`src/rtl/core/lac_pkg.sv`:
```
// ----------------------------------------------------------------------------
// lac_pkg
// shared sizes, codes and transaction types of the lru age cache tag store
// ----------------------------------------------------------------------------
package lac_pkg;

    localparam int ENTRIES  = 16;
    localparam int KEY_BITS = 32;
    localparam int AGE_BITS = 16;
    localparam int IDX_BITS = (ENTRIES > 1) ? $clog2(ENTRIES) : 1;

    localparam logic CMD_LOOKUP = 1'b0;
    localparam logic CMD_STORE  = 1'b1;

    typedef logic [IDX_BITS-1:0] t_idx;
    typedef logic [KEY_BITS-1:0] t_key;
    typedef logic [AGE_BITS-1:0] t_age;

    // request and result transactions
    typedef struct packed {
        logic        cmd;
        logic [31:0] key;
    } t_req;

    typedef struct packed {
        logic       hit;
        logic [3:0] slot;
    } t_res;

    // one word of the entry memory
    typedef struct packed {
        t_key key;
        t_age age;
    } t_entry;

    // scan unit control and status
    typedef struct packed {
        logic clear;
        logic en;
        logic valid;
        t_idx idx;
        t_key key;
    } t_scan_ctl;

    typedef struct packed {
        logic hit;
        t_idx hit_idx;
        t_idx victim;
    } t_scan_res;

    // keep the low key bits, zero extended where the key is wider than the port
    function automatic t_key key_of(input logic [31:0] k);
        logic [63:0] w;
        w = {32'b0, k};
        return w[KEY_BITS-1:0];
    endfunction

    // entry index on the 4-bit slot field
    function automatic logic [3:0] slot_of(input t_idx i);
        logic [7:0] w;
        w = 8'(i);
        return w[3:0];
    endfunction

    function automatic t_age age_inc(input t_age a);
        return (a == {AGE_BITS{1'b1}}) ? a : a + t_age'(1);
    endfunction

endpackage

```
`src/rtl/core/lac_entry_ram.sv`:
```
// ----------------------------------------------------------------------------
// lac_entry_ram
// key and age memory, one write and one read port, registered read data
// ----------------------------------------------------------------------------
module lac_entry_ram
    import lac_pkg::*;
(
    input  logic   i_clk,
    input  logic   i_we,
    input  t_idx   i_waddr,
    input  t_entry i_wdata,
    input  logic   i_re,
    input  t_idx   i_raddr,
    output t_entry o_rdata
);

    t_entry r_mem [ENTRIES];
    t_entry r_rdata;

    always_ff @(posedge i_clk) begin
        if (i_we) begin
            r_mem[i_waddr] <= i_wdata;
        end
        if (i_re) begin
            r_rdata <= r_mem[i_raddr];
        end
    end

    assign o_rdata = r_rdata;

endmodule

```
`src/rtl/core/lac_scan.sv`:
```
// ----------------------------------------------------------------------------
// lac_scan
// walks the entries one per cycle while enabled: first valid key match and victim choice
// ----------------------------------------------------------------------------
module lac_scan
    import lac_pkg::*;
(
    input  logic      i_clk,
    input  logic      i_rst_n,
    input  t_scan_ctl i_ctl,
    input  t_entry    i_entry,
    output t_scan_res o_res
);

    logic r_found;
    t_idx r_hit_idx;
    logic r_empty;
    t_idx r_victim;
    t_age r_best;

    logic n_found;
    t_idx n_hit_idx;
    logic n_empty;
    t_idx n_victim;
    t_age n_best;

    always_comb begin
        n_found   = r_found;
        n_hit_idx = r_hit_idx;
        n_empty   = r_empty;
        n_victim  = r_victim;
        n_best    = r_best;
        if (i_ctl.clear) begin
            n_found   = 1'b0;
            n_hit_idx = '0;
            n_empty   = 1'b0;
            n_victim  = '0;
            n_best    = '0;
        end else if (i_ctl.en) begin
            if (i_ctl.valid && !r_found && (i_entry.key == i_ctl.key)) begin
                n_found   = 1'b1;
                n_hit_idx = i_ctl.idx;
            end
            // first empty entry wins, else strictly oldest
            if (!r_empty) begin
                if (!i_ctl.valid) begin
                    n_empty  = 1'b1;
                    n_victim = i_ctl.idx;
                end else if (i_entry.age > r_best) begin
                    n_best   = i_entry.age;
                    n_victim = i_ctl.idx;
                end
            end
        end
    end

    always_ff @(posedge i_clk) begin
        if (!i_rst_n) begin
            r_found <= 1'b0;
            r_empty <= 1'b0;
        end else begin
            r_found <= n_found;
            r_empty <= n_empty;
        end
        r_hit_idx <= n_hit_idx;
        r_victim  <= n_victim;
        r_best    <= n_best;
    end

    assign o_res.hit     = r_found;
    assign o_res.hit_idx = r_hit_idx;
    assign o_res.victim  = r_victim;

endmodule

```
`src/rtl/core/lru_age_object_cache_tags_top.sv`:
```
// ----------------------------------------------------------------------------
// lru_age_object_cache_tags_top
// tag store of a fully associative cache with saturating lru age counters
// ----------------------------------------------------------------------------
// a lookup miss makes one read pass over the entry memory for the search; a
//   hit or store adds one read-modify-write aging pass over the entry memory
// throughput: busy drops in the strobe cycle, so a new transaction may follow
//   at once; the receiver cannot stall, results are never held
// reset: synchronous active low, clears all valid flags (cache empty), no sweep
// ----------------------------------------------------------------------------
module lru_age_object_cache_tags_top
    import lac_pkg::*;
(
    input  logic i_clk,
    input  logic i_rst_n,
    input  logic start,
    input  t_req i_req,
    output logic busy,
    output logic o_valid,
    output t_res o_res
);

    typedef enum logic [1:0] {
        S_IDLE,
        S_SCAN,
        S_DECIDE,
        S_AGE
    } t_state;

    // sequencer state
    t_state               r_state,  n_state;
    logic                 r_cmd,    n_cmd;
    t_key                 r_key,    n_key;
    logic [IDX_BITS:0]    r_cnt,    n_cnt;     // read address, counts to ENTRIES
    logic                 r_rd_vld, n_rd_vld;  // read data present this cycle
    t_idx                 r_rd_idx, n_rd_idx;  // entry the read data belongs to
    t_idx                 r_keep,   n_keep;    // entry that is not aged
    logic [ENTRIES-1:0]   r_valid,  n_valid;
    logic                 r_out_vld, n_out_vld;
    t_res                 r_out,    n_out;

    // memory and scan hookup
    logic      re;
    t_idx      raddr;
    logic      we;
    t_entry    wdata;
    t_entry    rdata;
    t_scan_ctl scan_ctl;
    t_scan_res scan_res;
    logic      issue;
    logic      last;

    localparam t_idx LAST_IDX = t_idx'(ENTRIES - 1);

    lac_entry_ram u_ram (
        .i_clk   (i_clk),
        .i_we    (we),
        .i_waddr (r_rd_idx),
        .i_wdata (wdata),
        .i_re    (re),
        .i_raddr (raddr),
        .o_rdata (rdata)
    );

    lac_scan u_scan (
        .i_clk   (i_clk),
        .i_rst_n (i_rst_n),
        .i_ctl   (scan_ctl),
        .i_entry (rdata),
        .o_res   (scan_res)
    );

    // one read issued per cycle during either pass
    assign issue = ((r_state == S_SCAN) || (r_state == S_AGE))
                   && (r_cnt < (IDX_BITS+1)'(ENTRIES));
    assign re    = issue;
    assign raddr = r_cnt[IDX_BITS-1:0];
    assign last  = r_rd_vld && (r_rd_idx == LAST_IDX);

    // search pass feeds the scan unit
    always_comb begin
        scan_ctl.clear = (r_state == S_IDLE);
        scan_ctl.en    = (r_state == S_SCAN) && r_rd_vld;
        scan_ctl.valid = r_valid[r_rd_idx];
        scan_ctl.idx   = r_rd_idx;
        scan_ctl.key   = r_key;
    end

    // aging pass writes back each valid entry just read with its age bumped; the kept
    // entry gets the new key and age zero on a store and is left alone on a lookup hit
    always_comb begin
        we    = 1'b0;
        wdata = rdata;
        if ((r_state == S_AGE) && r_rd_vld) begin
            if (r_rd_idx == r_keep) begin
                we        = (r_cmd == CMD_STORE);
                wdata.key = r_key;
                wdata.age = '0;
            end else begin
                we        = r_valid[r_rd_idx];
                wdata.key = rdata.key;
                wdata.age = age_inc(rdata.age);
            end
        end
    end

    always_comb begin
        n_state   = r_state;
        n_cmd     = r_cmd;
        n_key     = r_key;
        n_cnt     = r_cnt;
        n_rd_vld  = issue;
        n_rd_idx  = issue ? raddr : r_rd_idx;
        n_keep    = r_keep;
        n_valid   = r_valid;
        n_out_vld = 1'b0;
        n_out     = r_out;
        if (issue) begin
            n_cnt = r_cnt + (IDX_BITS+1)'(1);
        end
        unique case (r_state)
            S_IDLE: begin
                if (start) begin
                    n_cmd   = i_req.cmd;
                    n_key   = key_of(i_req.key);
                    n_cnt   = '0;
                    n_state = S_SCAN;
                end
            end
            S_SCAN: begin
                if (last) begin
                    n_state = S_DECIDE;
                end
            end
            S_DECIDE: begin
                if ((r_cmd == CMD_LOOKUP) && !scan_res.hit) begin
                    // miss leaves every entry untouched
                    n_out_vld = 1'b1;
                    n_out.hit  = 1'b0;
                    n_out.slot = '0;
                    n_state    = S_IDLE;
                end else begin
                    n_keep  = (r_cmd == CMD_STORE) ? scan_res.victim : scan_res.hit_idx;
                    n_cnt   = '0;
                    n_state = S_AGE;
                    if (r_cmd == CMD_STORE) begin
                        n_valid[scan_res.victim] = 1'b1;
                    end
                end
            end
            S_AGE: begin
                if (last) begin
                    n_out_vld  = 1'b1;
                    n_out.hit  = (r_cmd == CMD_LOOKUP);
                    n_out.slot = slot_of(r_keep);
                    n_state    = S_IDLE;
                end
            end
            default: begin
                n_state = S_IDLE;
            end
        endcase
    end

    always_ff @(posedge i_clk) begin
        if (!i_rst_n) begin
            r_state   <= S_IDLE;
            r_cnt     <= '0;
            r_rd_vld  <= 1'b0;
            r_valid   <= '0;
            r_out_vld <= 1'b0;
        end else begin
            r_state   <= n_state;
            r_cnt     <= n_cnt;
            r_rd_vld  <= n_rd_vld;
            r_valid   <= n_valid;
            r_out_vld <= n_out_vld;
        end
        r_cmd    <= n_cmd;
        r_key    <= n_key;
        r_rd_idx <= n_rd_idx;
        r_keep   <= n_keep;
        r_out    <= n_out;
    end

    assign busy    = (r_state != S_IDLE);
    assign o_valid = r_out_vld;
    assign o_res   = r_out;

    // a result only appears once the sequencer is back to idle
    a_strobe_idle: assert property (@(posedge i_clk) disable iff (!i_rst_n)
        o_valid |-> !busy)
        else $error("result strobe while busy");

    // an accepted transaction keeps the block busy in the next cycle
    a_accept_busy: assert property (@(posedge i_clk) disable iff (!i_rst_n)
        (start && !busy) |=> busy)
        else $error("accepted transaction did not start");

    // hit is reported for lookups only
    a_hit_lookup: assert property (@(posedge i_clk) disable iff (!i_rst_n)
        (o_valid && o_res.hit) |-> (r_cmd == CMD_LOOKUP))
        else $error("hit reported for a store");

    // memory writes belong to the aging pass only
    a_write_age: assert property (@(posedge i_clk) disable iff (!i_rst_n)
        we |-> ((r_state == S_AGE) && r_rd_vld))
        else $error("entry write outside aging pass");

    // a store leaves its victim valid
    a_store_valid: assert property (@(posedge i_clk) disable iff (!i_rst_n)
        (o_valid && (r_cmd == CMD_STORE)) |-> r_valid[r_keep])
        else $error("stored entry not valid");

endmodule
```
`config.mk`:
```
export PLATFORM = sky130hd
export DESIGN_NAME = lru_age_object_cache_tags_top
export DESIGN_NICKNAME = d
export VERILOG_FILES = /design/src/rtl/core/lac_pkg.sv /design/src/rtl/core/lac_entry_ram.sv /design/src/rtl/core/lac_scan.sv /design/src/rtl/core/lru_age_object_cache_tags_top.sv
export SDC_FILE = /design/constraint.sdc
export NUM_CORES = 1
export LEC_CHECK = 0
export ABC_CLOCK_PERIOD_IN_PS = 17300
export BUFFER_PORTS_ARGS = -buffer_cell sky130_fd_sc_hd__buf_2
export CAP_MARGIN = 10
export CORE_ASPECT_RATIO = 1.25
export CORE_UTILIZATION = 45
export DETAILED_ROUTE_END_ITERATION = 12
export PLACE_DENSITY_LB_ADDON = 0.2
export SYNTH_ARGS = -nofsm -noshare
export SYNTH_HDL_FRONTEND = slang
export SYNTH_SLANG_ARGS = --single-unit
```
`constraint.sdc`:
```
create_clock -name i_clk -period 17.3 [get_ports i_clk]
set_clock_uncertainty 0.2 [all_clocks]
set_input_delay 3.46 -clock i_clk [delete_from_list [all_inputs] [get_ports i_clk]]
set_output_delay 3.46 -clock i_clk [all_outputs]
set_load 0.02 [all_outputs]
```
==> impl_results.md <==
- Leading register cell type out of synthesis: edfxtp_1
- WL per Instance: 27.72 um
- Final ANT Viol Nets: 0
- Final RePlAce weighted congestion: 0.7318
- Crit. Startpoint: r_state[0]
- Setup tns final: 0 ps
- DP HPWL: 39550 um
- WP data required: 13640 ps
- Worst slew pin tran: 1233 ps
- Sw Ratio: between 20% and 30%
- Mapped cell area: roughly 0.036 mm^2
- Ant diodes: 0
- Reg-to-Reg Start: r_rd_idx[0]
- Final nets: 1787
- DP Cell Count: 2686
- Avg Inst Size Synth: 21.54 um^2
- Register area share after synthesis: between 70% and 80%
- YS warnings: 0
- Critical path type: flop to output pin
- Grt ovf: 0
- First-pass GRT wire length: 116000 um
- RSZ-0062 raised after global routing: no
- Final Hold Vio Count: 0
- Ports: 43
- Starting Density: 45.67%
- Fillers: 6103
- Fraction of layout cells with a size suffix above 1: 28.59%
- # Post-CTS Setup Buffers: 0
- Area of the multi-input gates: 0.008262 mm^2
- Peak Freq: 0.1796 GHz
- Die Y: ~320 um
- Clock Pin Slew Worst Setup and Hold Paths: 60 ps
- Cts bufs inserted: 89
- Worst r2r path cells: 8
- Drt pass-1 iters: 4
- CTS Root Cell: clkbuf_16
- Minimum clock period: 5568 ps
- Sink Count: 913
- Commonest non-fill, non-tap cells in the layout: edfxtp_1 (862), mux4_2 (244), clkbuf_16 (91)
- Number of synthesized flops with an enable pin: between 800 and 900
- Critical R2R Capture: u_ram.r_mem[1][20]
- Worst path arrival time: 1910 ps
- CP max FO: 26
- Final core utilization: approximately half
- Final period utilization: approximately a third
- Die X: 253.2 um
- Status: finished clean
- FF-to-FF setup slack: 12220 ps
- GRT Total Usage: 20.31%
- Num rows: 114
- Most common cell after layout, fill and taps aside: edfxtp_1
- Die area: roughly 0.08 mm^2
- Cts hold-fix bufs: 0
- Vias: roughly 16000
- Fin cells: approximately 2800
- Synth area leader: edfxtp_1
- Register bit total from synthesis: 913
- Clock network power share: around 41%
- Slew Limit Fails: 0
- Port-buffer cells: 42
- Hold WC Path Type: flop to flop
- Synth Instances: 1648
- Residual DRC: 0
- CTS tree: yes
- Async S/R FF share, synth: 0%
- Peak supply drop: 0.06538 mV
- CTS max path bufs: 3
- Sw power: approximately 0.96 mW
- Relative slew slack: 17.81%
- First DRT Iteration DRCs: 1548
- Sequential Power Share: 54.4%
- Area growth, synth to finish: 12.23%
- Routed vias/inst: roughly 5.8
- Vias in the first global route: 17310
- Antenna violations before repair: 0
- Gate power share: 4.5%
- Final wirelength: 78970 um
- Largest cells by area after synthesis: edfxtp_1 (73%), mux4_2 (15%), dfxtp_1 (2.9%), mux2_2 (1.1%), xor2_1 (0.81%)
- Largest net degree at the start of global routing: 57
- Worst Setup Start Kind: flop
- Placeable Area: 0.07774 mm^2
- Reg area: 0.02692 mm^2
- Critical path capture point type: output pin
- Skew-Pair Late Insertion Delay: around 640 ps
- Pwr Density: 114.6 mW/mm^2
- Top-area cell type share of the netlist area: between 70% and 80%
- Internal Power: 3.609 mW
- P_leak: 12.10 nW
- Yosys cell types: 56
- Final Hold Slack: 273.7 ps
- H-tree levels: 3
- Post-cts repair resize count: 0
- Post-Syn Nets: 1702
- Maxcap violations: 0
- CP Capture Point: busy
- Final setup violation count: 0
worst max-delay path, stage by stage, from the launching register on:
cell	delay [ps]
dfxtp_1	630
nor2_1	100
buf_4	240
inv_1	120
buf_2	170
layout make-up:
| class | instances | share of cell area, % |
|---|---|---|
| multi-input combinational | 628 | 20.73 |
| tap | 1044 | 3.278 |
| clock buffer | 112 | 5.988 |
| timing repair buffer | 77 | 1.187 |
| inverter | 24 | 0.2261 |
| clock inverter | 51 | 1.024 |
| sequential | 913 | 67.56 |
cells in the mapped netlist, types with 16 or more instances:
cell / instances
a21oi_1: 33
buf_2: 16
clkbuf_1: 55
dfxtp_1: 51
edfxtp_1: 862
ha_1: 18
inv_1: 24
mux2_2: 36
mux4_2: 244
nand2_1: 17
nand3_1: 32
nor2_1: 49
nor3_1: 18
o21ai_0: 26
xnor2_1: 16
xor2_1: 33
sequential cells by signal, indices dropped and copies added, names as in the netlist, 2 cells and up:
signal / count
u_ram.r_mem: 768
u_ram.o_rdata: 48
r_key: 32
r_valid: 16
u_scan.r_best: 16
o_res: 5
r_cnt: 5
r_keep: 4
r_rd_idx: 4
u_scan.r_hit_idx: 4
u_scan.r_victim: 4
r_state: 2
worst min path at each step:
| stage | startpoint | endpoint | slack (ps) | depth (start not counted) |
|---|---|---|---|---|
| floorplan | r_cnt[2] | r_rd_idx[2] | 210 | 0 |
| global placement | r_valid[1] | r_valid[1] | 240 | 1 |
| detailed placement | r_valid[13] | r_valid[13] | 260 | 1 |
| CTS | r_valid[13] | r_valid[13] | 270 | 1 |
| global route | r_valid[8] | r_valid[8] | 290 | 1 |
| finish | r_valid[6] | r_valid[6] | 270 | 1 |
power groups by stage:
stage	Combinational (mW)	Clock, mW	Sequential [mW]
final	0.208	1.87	2.48
after global routing	0.225	1.99	2.49
after CTS	0.212	1.91	2.49
after detailed placement	0.212	0	2.53
after global placement	0.207	0	2.53
after floorplan	0.160	0	2.51
per-stage QoR:
step                      cell area (um^2)  setup WS (ps)  power (mW)
after detailed placement             37050          12130       2.744
after floorplan                      35500          10510       2.671
final                                39850          11730       4.565
after CTS                            39850          11700       4.611
after global placement               37050          12190       2.738
after global routing                 39850          11650       4.703
cells by family (layout without fill, tap and decap cells):
logic type / after synthesis / in the layout / share of synthesized area [%]
xor+xnor: 49 / 49 / 1.209
fa+ha+maj: 18 / 18 / 0.6344
simple gates: 179 / 179 / 2.622
flops: 913 / 913 / 75.79
buf+inv: 107 / 264 / 1.255
compound gates: 97 / 97 / 1.734
mux: 285 / 285 / 16.76
metal layers:
| metal | vias to the layer above | track usage [%] | wire [um] |
|---|---|---|---|
| met5 | - | 0 | 0 |
| met4 | 0 | 6.322 | 1745 |
| met3 | 122 | 2.479 | 3547 |
| met2 | 415 | 34.43 | 40550 |
| met1 | 8912 | 27.63 | 33120 |
| li1 | 7033 | - | - |
Note: power is estimated with default switching activity, not from simulation.
